## config.mk

```make
export PLATFORM = sky130hd
export DESIGN_NAME = eq_curve_point_interpolator
export DESIGN_NICKNAME = d
export VERILOG_FILES = /design/src/rtl/eqci_pkg.sv /design/src/rtl/eq_curve_point_interpolator.sv /design/src/rtl/eqci_divider.sv
export SDC_FILE = /design/constraint.sdc
export NUM_CORES = 2
export LEC_CHECK = 0
export ABC_AREA = 1
export BUFFER_PORTS_ARGS = -buffer_cell sky130_fd_sc_hd__clkbuf_2
export CORE_AREA = 2 2 248 250
export CTS_CLUSTER_SIZE = 12
export DETAILED_ROUTE_END_ITERATION = 6
export DIE_AREA = 0 0 250 252
export PLACE_DENSITY = 0.81
export RECOVER_POWER = 100
export SLEW_MARGIN = 20
export SYNTH_ARGS = -nofsm -noshare
export SYNTH_HDL_FRONTEND = slang
export SYNTH_SLANG_ARGS = --single-unit
```

## constraint.sdc

```tcl
create_clock -name clk -period 7.4 [get_ports clk]
set_input_delay 1.48 -clock clk [delete_from_list [all_inputs] [get_ports clk]]
set_output_delay 1.48 -clock clk [all_outputs]
set_load 0.005 [all_outputs]
```

## src/rtl/eqci_pkg.sv

```systemverilog
// Package for the equalizer curve point interpolator.
// Holds curve constants, widths and the gain code decode function. No dependencies.
`default_nettype none
package eqci_pkg;
  localparam int GainFracBitsDefault = 8;
  localparam int CodeRegW = 45;
  localparam int FreqW = 20;
  localparam int OutW = 18;
  localparam logic [CodeRegW-1:0] CodeRegReset = 45'd221040310473;
  localparam logic [19:0] ExtLastFreq = 20'd835280;
  localparam logic [19:0] ExtSumNum = 20'd724101;
  localparam logic [19:0] ExtSumDen = 20'd160000;

  typedef enum logic [0:0] {
    CFG_LOW  = 1'b0,
    CFG_HIGH = 1'b1
  } cfg_idx_t;

  // Centre frequency of point k in 1/16 Hz.
  function automatic logic [19:0] centre_freq(input logic [3:0] k);
    logic [19:0] f;
    unique case (k)
      4'd0: f = 20'd512;
      4'd1: f = 20'd1024;
      4'd2: f = 20'd2048;
      4'd3: f = 20'd4096;
      4'd4: f = 20'd8192;
      4'd5: f = 20'd16000;
      4'd6: f = 20'd32000;
      4'd7: f = 20'd64000;
      4'd8: f = 20'd128000;
      default: f = 20'd256000;
    endcase
    return f;
  endfunction

  // Stored code to gain in tenths of a dB.
  function automatic logic signed [9:0] code_tenths(input logic [8:0] code);
    logic signed [9:0] v;
    if (code < 9'd1 || code > 9'd401) begin
      v = 10'sd0;
    end else begin
      v = $signed({1'b0, code}) - 10'sd201;
    end
    return v;
  endfunction
endpackage
`default_nettype wire

```

## src/rtl/eq_curve_point_interpolator.sv

```systemverilog
// Equalizer curve point interpolator, top level.
// From accepting a word to out_valid: the segment search, then two multiply steps,
// the divider load, the 48-step bit-serial divide in eqci_divider and a register
// for the saturated result. A new word is taken only in S_IDLE, after the result
// has left under out_stall; in_stall is high while busy. Reset: synchronous
// active-high rst restores both gain code registers.
`default_nettype none
module eq_curve_point_interpolator
  import eqci_pkg::*;
#(
  parameter int GAIN_FRAC_BITS = GainFracBitsDefault
) (
  input  wire logic                  clk,
  input  wire logic                  rst,
  input  wire logic                  in_valid,
  output logic                       in_stall,
  input  wire logic [FreqW-1:0]      target_freq,
  output logic                       out_valid,
  input  wire logic                  out_stall,
  output logic signed [OutW-1:0]     gain_out,
  input  wire logic                  cfg_valid,
  output logic                       cfg_ready,
  input  wire logic [0:0]            cfg_index,
  input  wire logic [CodeRegW-1:0]   cfg_data
);
  localparam int NumW = 48;
  localparam int DenW = 24;

  typedef enum logic [5:0] {
    S_IDLE = 6'b000001,
    S_SRCH = 6'b000010,
    S_MUL1 = 6'b000100,
    S_MUL2 = 6'b001000,
    S_DIV  = 6'b010000,
    S_OUT  = 6'b100000
  } state_t;

  state_t state;
  logic [CodeRegW-1:0] gain_codes_low, gain_codes_high;
  logic [FreqW-1:0] t;
  logic [3:0] seg;
  logic signed [9:0] da, db;
  logic signed [21:0] dt;
  logic [19:0] span;
  logic signed [43:0] acc;
  logic sign;
  logic div_start, div_done;
  logic [NumW-1:0] div_num, quo;
  logic [DenW-1:0] div_den;

  function automatic logic signed [9:0] tenths_of(input logic [3:0] k,
      input logic [CodeRegW-1:0] lo, input logic [CodeRegW-1:0] hi);
    logic [CodeRegW-1:0] r;
    logic [3:0] j;
    r = (k < 4'd5) ? lo : hi;
    j = (k < 4'd5) ? k : k - 4'd5;
    return code_tenths(r[j*9 +: 9]);
  endfunction

  assign cfg_ready = (state == S_IDLE);
  assign in_stall  = (state != S_IDLE);

  always_ff @(posedge clk) begin
    if (rst) begin
      gain_codes_low  <= CodeRegReset;
      gain_codes_high <= CodeRegReset;
    end else if (cfg_valid && cfg_ready) begin
      unique case (cfg_idx_t'(cfg_index))
        CFG_LOW:  gain_codes_low  <= cfg_data;
        CFG_HIGH: gain_codes_high <= cfg_data;
      endcase
    end
  end

  logic signed [43:0] scaled;
  logic [43:0] mag;
  logic signed [OutW:0] res;
  always_comb begin
    if (acc < 0) mag = 44'(-acc);
    else         mag = 44'(acc);
    res = sign ? -$signed({1'b0, quo[OutW-1:0]}) : $signed({1'b0, quo[OutW-1:0]});
    scaled = acc;
  end

  always_ff @(posedge clk) begin
    if (rst) begin
      state     <= S_IDLE;
      out_valid <= 1'b0;
      div_start <= 1'b0;
    end else begin
      div_start <= (state == S_MUL2);
      unique case (state)
        S_IDLE: begin
          if (in_valid) begin
            t     <= target_freq;
            seg   <= 4'd0;
            state <= S_SRCH;
          end
        end
        S_SRCH: begin
          // One segment compared per cycle.
          if (t < 20'd256000 && seg < 4'd8 && t >= centre_freq(seg + 4'd1)) begin
            seg <= seg + 4'd1;
          end else begin
            if (t >= 20'd256000) begin
              da <= tenths_of(4'd9, gain_codes_low, gain_codes_high);
              db <= tenths_of(4'd9, gain_codes_low, gain_codes_high)
                    - tenths_of(4'd8, gain_codes_low, gain_codes_high);
              if (t <= ExtLastFreq) begin
                dt   <= 22'($signed({2'b0, t}) - 22'sd256000);
                span <= 20'd128000;
              end else begin
                dt   <= 22'(ExtSumNum);
                span <= ExtSumDen;
              end
            end else begin
              da <= tenths_of(seg, gain_codes_low, gain_codes_high);
              db <= tenths_of(seg + 4'd1, gain_codes_low, gain_codes_high)
                    - tenths_of(seg, gain_codes_low, gain_codes_high);
              dt <= 22'($signed({2'b0, t}) - $signed({2'b0, centre_freq(seg)}));
              span <= centre_freq(seg + 4'd1) - centre_freq(seg);
            end
            state <= S_MUL1;
          end
        end
        S_MUL1: begin
          acc   <= 44'($signed(32'(da)) * $signed(32'({1'b0, span})));
          state <= S_MUL2;
        end
        S_MUL2: begin
          acc   <= (acc + 44'($signed(32'(db)) * $signed(32'(dt)))) <<< GAIN_FRAC_BITS;
          state <= S_DIV;
        end
        S_DIV: begin
          if (div_done) begin
            out_valid <= 1'b1;
            if (res > $signed((OutW+1)'(131071)))       gain_out <= 18'sd131071;
            else if (res < -$signed((OutW+1)'(131072))) gain_out <= 18'sh20000;
            else                                     gain_out <= res[OutW-1:0];
            state <= S_OUT;
          end
        end
        S_OUT: begin
          if (!out_stall) begin
            out_valid <= 1'b0;
            state     <= S_IDLE;
          end
        end
        default: state <= S_IDLE;
      endcase
    end
  end

  always_comb begin
    sign    = scaled < 0;
    div_den = DenW'({span, 3'b0} + {2'b0, span, 1'b0});
    // Adding half the divisor gives halves rounded away from zero.
    div_num = NumW'(mag) + NumW'(div_den >> 1);
  end

  // Saturate quotient into range before sign application.
  logic [NumW-1:0] quo_raw;
  eqci_divider #(.NumW(NumW), .DenW(DenW)) u_div (
    .clk(clk), .rst(rst), .start(div_start), .num(div_num), .den(div_den),
    .done(div_done), .quo(quo_raw)
  );
  assign quo = (quo_raw > NumW'(131072)) ? NumW'(131072) : quo_raw;

  a_stall_busy: assert property (@(posedge clk) disable iff (rst)
    (state != S_IDLE) |-> in_stall) else $error("accepted word while busy");
  a_out_hold: assert property (@(posedge clk) disable iff (rst)
    (out_valid && out_stall) |=> (out_valid && $stable(gain_out)))
    else $error("result dropped under stall");
  a_cfg_idle: assert property (@(posedge clk) disable iff (rst)
    cfg_ready |-> !out_valid) else $error("config open with result pending");
endmodule
`default_nettype wire

```

## src/rtl/eqci_divider.sv

```systemverilog
// Restoring divider, one quotient bit per cycle, used for the final scaling.
// Depends on eqci_pkg only through the import convention.
`default_nettype none
module eqci_divider
  import eqci_pkg::*;
#(
  parameter int NumW = 48,
  parameter int DenW = 24
) (
  input  wire logic            clk,
  input  wire logic            rst,
  input  wire logic            start,
  input  wire logic [NumW-1:0] num,
  input  wire logic [DenW-1:0] den,
  output logic                 done,
  output logic [NumW-1:0]      quo
);
  localparam int CntW = $clog2(NumW + 1);
  logic [NumW-1:0] q;
  logic [DenW:0]   rem;
  logic [CntW-1:0] cnt;
  logic            busy;
  logic [DenW:0]   trial;

  assign trial = {rem[DenW-1:0], q[NumW-1]};

  always_ff @(posedge clk) begin
    if (rst) begin
      busy <= 1'b0;
      done <= 1'b0;
      cnt  <= '0;
    end else begin
      // The last quotient bit lands on the same edge that raises done.
      done <= busy && !start && (cnt == CntW'(1));
      if (start) begin
        busy <= 1'b1;
        cnt  <= CntW'(NumW);
        q    <= num;
        rem  <= '0;
      end else if (busy) begin
        if (trial >= {1'b0, den}) begin
          rem <= trial - {1'b0, den};
          q   <= {q[NumW-2:0], 1'b1};
        end else begin
          rem <= trial;
          q   <= {q[NumW-2:0], 1'b0};
        end
        cnt  <= cnt - 1'b1;
        busy <= (cnt != CntW'(1));
      end
    end
  end
  assign quo = q;
endmodule
`default_nettype wire
```

==> run summary <==
M1 WL -> 36,600 um
Req. time, crit path -> 7.68 ns
status -> complete, but fails checks
RD Place Congestion -> 1.01
Seq/Total Area, Yosys -> 0.241
diodes inserted -> 0
Core ar. -> 60,100 um^2
final setup vio count -> 0
largest area contributor in the netlist -> fa_1
critical path type -> register to register
worst-path fanout max -> 44
dpl hpwl -> 71,800 um
setup slack, reg-to-reg -> 0.74 ns
worst path bufs/invs -> 6
top post-synthesis cells by area -> fa_1, edfxtp_1, nand2_1
Cells after Synth -> 4,634
CTS tree -> yes
asr flop ratio synth -> 0
crit path launch type -> register
Clock Path Buffers -> 3
Final WS setup -> 0.740 ns
#FFs+latches synth -> 322
final instance area -> 37,200 um^2
Tmin final -> 6.66 ns
critical path arrival -> 6.94 ns
synthesized net count -> 5,300
detail-routed via count per cell -> 5.56
Final Slew Violations -> 372
share of cells above drive strength 1 -> 0.0550
row count -> 90
failing checks -> capacitance limit, slew limit
routed wl met3 -> 6610 um
die width -> 250 um
peak supply drop -> 0.000291 V
Tightest Pin Transition -> 3.89 ns
I/O pin count -> 92
Die Area -> 63,000 um^2
cts hold-fix bufs -> 0
MaxCap Viol Count -> 8
Fin Clk Skew -> 0.0344 ns
first-pass GRT wire length -> 151,000 um
critical path's most frequent cell -> nand2_1
share of the synthesized area in the top cell type -> 0.182
Clk Latency, worst-skew pair -> 0.57 ns
PwrDens -> 306 nW/um^2
HP Class -> register to register
Die H -> 252 um
Post-Synthesis Mean Instance Area -> 7.60 um^2
RSZ-0062 raised after global routing -> no
Critical Path Start -> seg[1]
DRT iter0 DRCs -> 2,772
Num CTS Buffers -> 38
fillers -> 5,351
Resize count post-CTS -> 0
number of global-route vias before repair -> 29.9k
Final period util -> 0.900
final setup TNS -> 0 ns
CP max stage cell -> o21ai_0
Critical Path Max Stage Delay -> 1.19 ns
GRT Total Usage -> 0.295
Post-synth top flop -> edfxtp_1
drt wl/cell -> 16.8 um
Power, Total -> 11.4 mW
synth unique cells -> 68
H-tree levels -> 2
placed inst area -> 36,100 um^2
Reg clk slew, reported paths -> 0.07 ns
leakage -> 19.0 nW
Post-CTS Setup Bufs -> 0
drc violations -> 0
DP Worst Slack -> 1.26 ns
Fmax achieved -> 0.150 GHz
worst r2r src -> seg[1]
YS warnings -> 0
starting density of the core -> 0.586
CP Capture Point -> db[9]
R2R depth -> 36
Clock Sinks -> 322
Post-synth EDFFs -> 205
nets@finish -> 5,291
top routing layer in use -> met4
Final ANT Viol Nets -> 0
initial antenna violation count -> 0
drt total wl -> 91,200 um
FF-to-FF End -> db[9]
Hold Vio Cnt, Final -> 0
GRT overflow -> 0
metal2 WL -> 43,000 um
final core utilization -> 0.619
Synth-to-Final Area Change -> 5.64%
vias -> 30.2k
critical path depth -> 36
port bufs -> 91
Root Buffer -> clkbuf_16
Worst setup EP type -> register
pin count of the biggest net entering global routing -> 74
Initial DRT Pass Iterations -> 6
delay-heaviest family, CP -> simple AND/OR/NAND/NOR gates
Slew headroom -> -1.59
synthesized area -> 35,200 um^2
[cells in the final DEF (no fill, tap or decap), types with 7 or more instances in the layout]
| cell | instances |
|---|---|
| o21ai_1 | 23 |
| nor2_1 | 346 |
| nand3b_1 | 12 |
| a31oi_1 | 11 |
| edfxtp_1 | 205 |
| clkbuf_2 | 79 |
| nand4_1 | 37 |
| nor4_1 | 24 |
| buf_4 | 13 |
| clkinv_1 | 8 |
| or2_2 | 29 |
| o21bai_1 | 16 |
| o22ai_1 | 21 |
| ha_1 | 275 |
| nand2_2 | 16 |
| o211ai_1 | 29 |
| fa_1 | 320 |
| o21ai_0 | 270 |
| nor3_1 | 32 |
| clkbuf_1 | 32 |
| nand2_1 | 1048 |
| nand3_1 | 197 |
| nand3_2 | 7 |
| clkbuf_16 | 40 |
| xor2_1 | 99 |
| dfxtp_1 | 117 |
| xnor2_1 | 45 |
| a21oi_1 | 260 |
| a21boi_0 | 7 |
| inv_1 | 908 |
| inv_2 | 16 |
| nor2_2 | 15 |
[worst min-delay path: cells and delay by family, from the launching register on]
family / cells / cell delay (ns)
flops: 1 / 0.31
buf+inv: 1 / 0.06
compound gates: 1 / 0.05
[layer usage]
metal,global-route usage,up-vias
li1,-,14562
met1,0.375,14135
met2,0.499,1243
met3,0.0390,294
met4,0.146,0
met5,0,-
[final cells by class]
| type | count | area, um^2 | share of cell area |
|---|---|---|---|
| multi-input combinational | 3220 | 22500 | 0.604 |
| sequential | 322 | 8500 | 0.228 |
| inverter | 930 | 3490 | 0.0939 |
| clock buffer | 53 | 1070 | 0.0287 |
| tap | 782 | 978 | 0.0263 |
| timing repair buffer | 113 | 572 | 0.0154 |
| clock inverter | 15 | 133 | 0.00356 |
[cell usage after synthesis (33+ instances only)]
library cell / count
inv_1: 905
ha_1: 275
nand3_1: 198
xnor2_1: 45
fa_1: 320
nand4_1: 37
nand2_1: 1044
o21ai_0: 258
a21oi_1: 260
nor2_1: 349
dfxtp_1: 117
edfxtp_1: 205
nor3_1: 33
o21ai_1: 34
clkbuf_1: 125
xor2_1: 99
[where the power goes]
group	total (mW)	internal, mW	switching, mW
clock network	1.84	1.08	0.764
registers	2.24	2.11	0.126
logic	7.33	2.67	4.65
total	11.4	5.86	5.54
[logic make-up (layout without fill, tap and decap cells)]
logic type	Yosys count	in the layout	share of synthesized area
simple gates	1791	1791	0.215
fa+ha+maj	595	595	0.279
compound gates	688	688	0.107
buf+inv	1092	1111	0.121
flops	322	322	0.241
xor+xnor	145	145	0.0363
mux	1	1	0.000284
[worst min-delay path by stage]
stage / to / slack [ns] / startpoint / depth (start not counted)
2_1_floorplan: gain_codes_low[29] / 0.44 / gain_codes_low[29] / 2
3_3_place_gp: gain_codes_low[0] / 0.46 / gain_codes_low[0] / 2
3_5_place_dp: gain_codes_low[3] / 0.47 / gain_codes_low[3] / 2
4_1_cts: gain_codes_low[34] / 0.48 / gain_codes_low[34] / 2
5_1_grt: gain_codes_low[43] / 0.50 / gain_codes_low[43] / 2
6_report: gain_codes_low[34] / 0.48 / gain_codes_low[34] / 2
[sequential cells by signal (all words and copies together), names as in the netlist, named ones only]
name	count
u_div.cnt	6
u_div.rem	24
div_start	1
gain_codes_high	45
out_valid	1
state	6
u_div.busy	1
dt	21
u_div.quo	48
db	10
acc	37
u_div.done	1
da	10
seg	4
t	20
span	13
gain_out	18
gain_codes_low	45
[metrics by stage]
stage	hold slack, ns	cells
after floorplan	0.438	4634
after global placement	0.459	5367
after detailed placement	0.466	5367
after CTS	0.476	5435
after global routing	0.500	5435
final	0.476	5435
No activity file was read; power rests on OpenSTA's default activity.
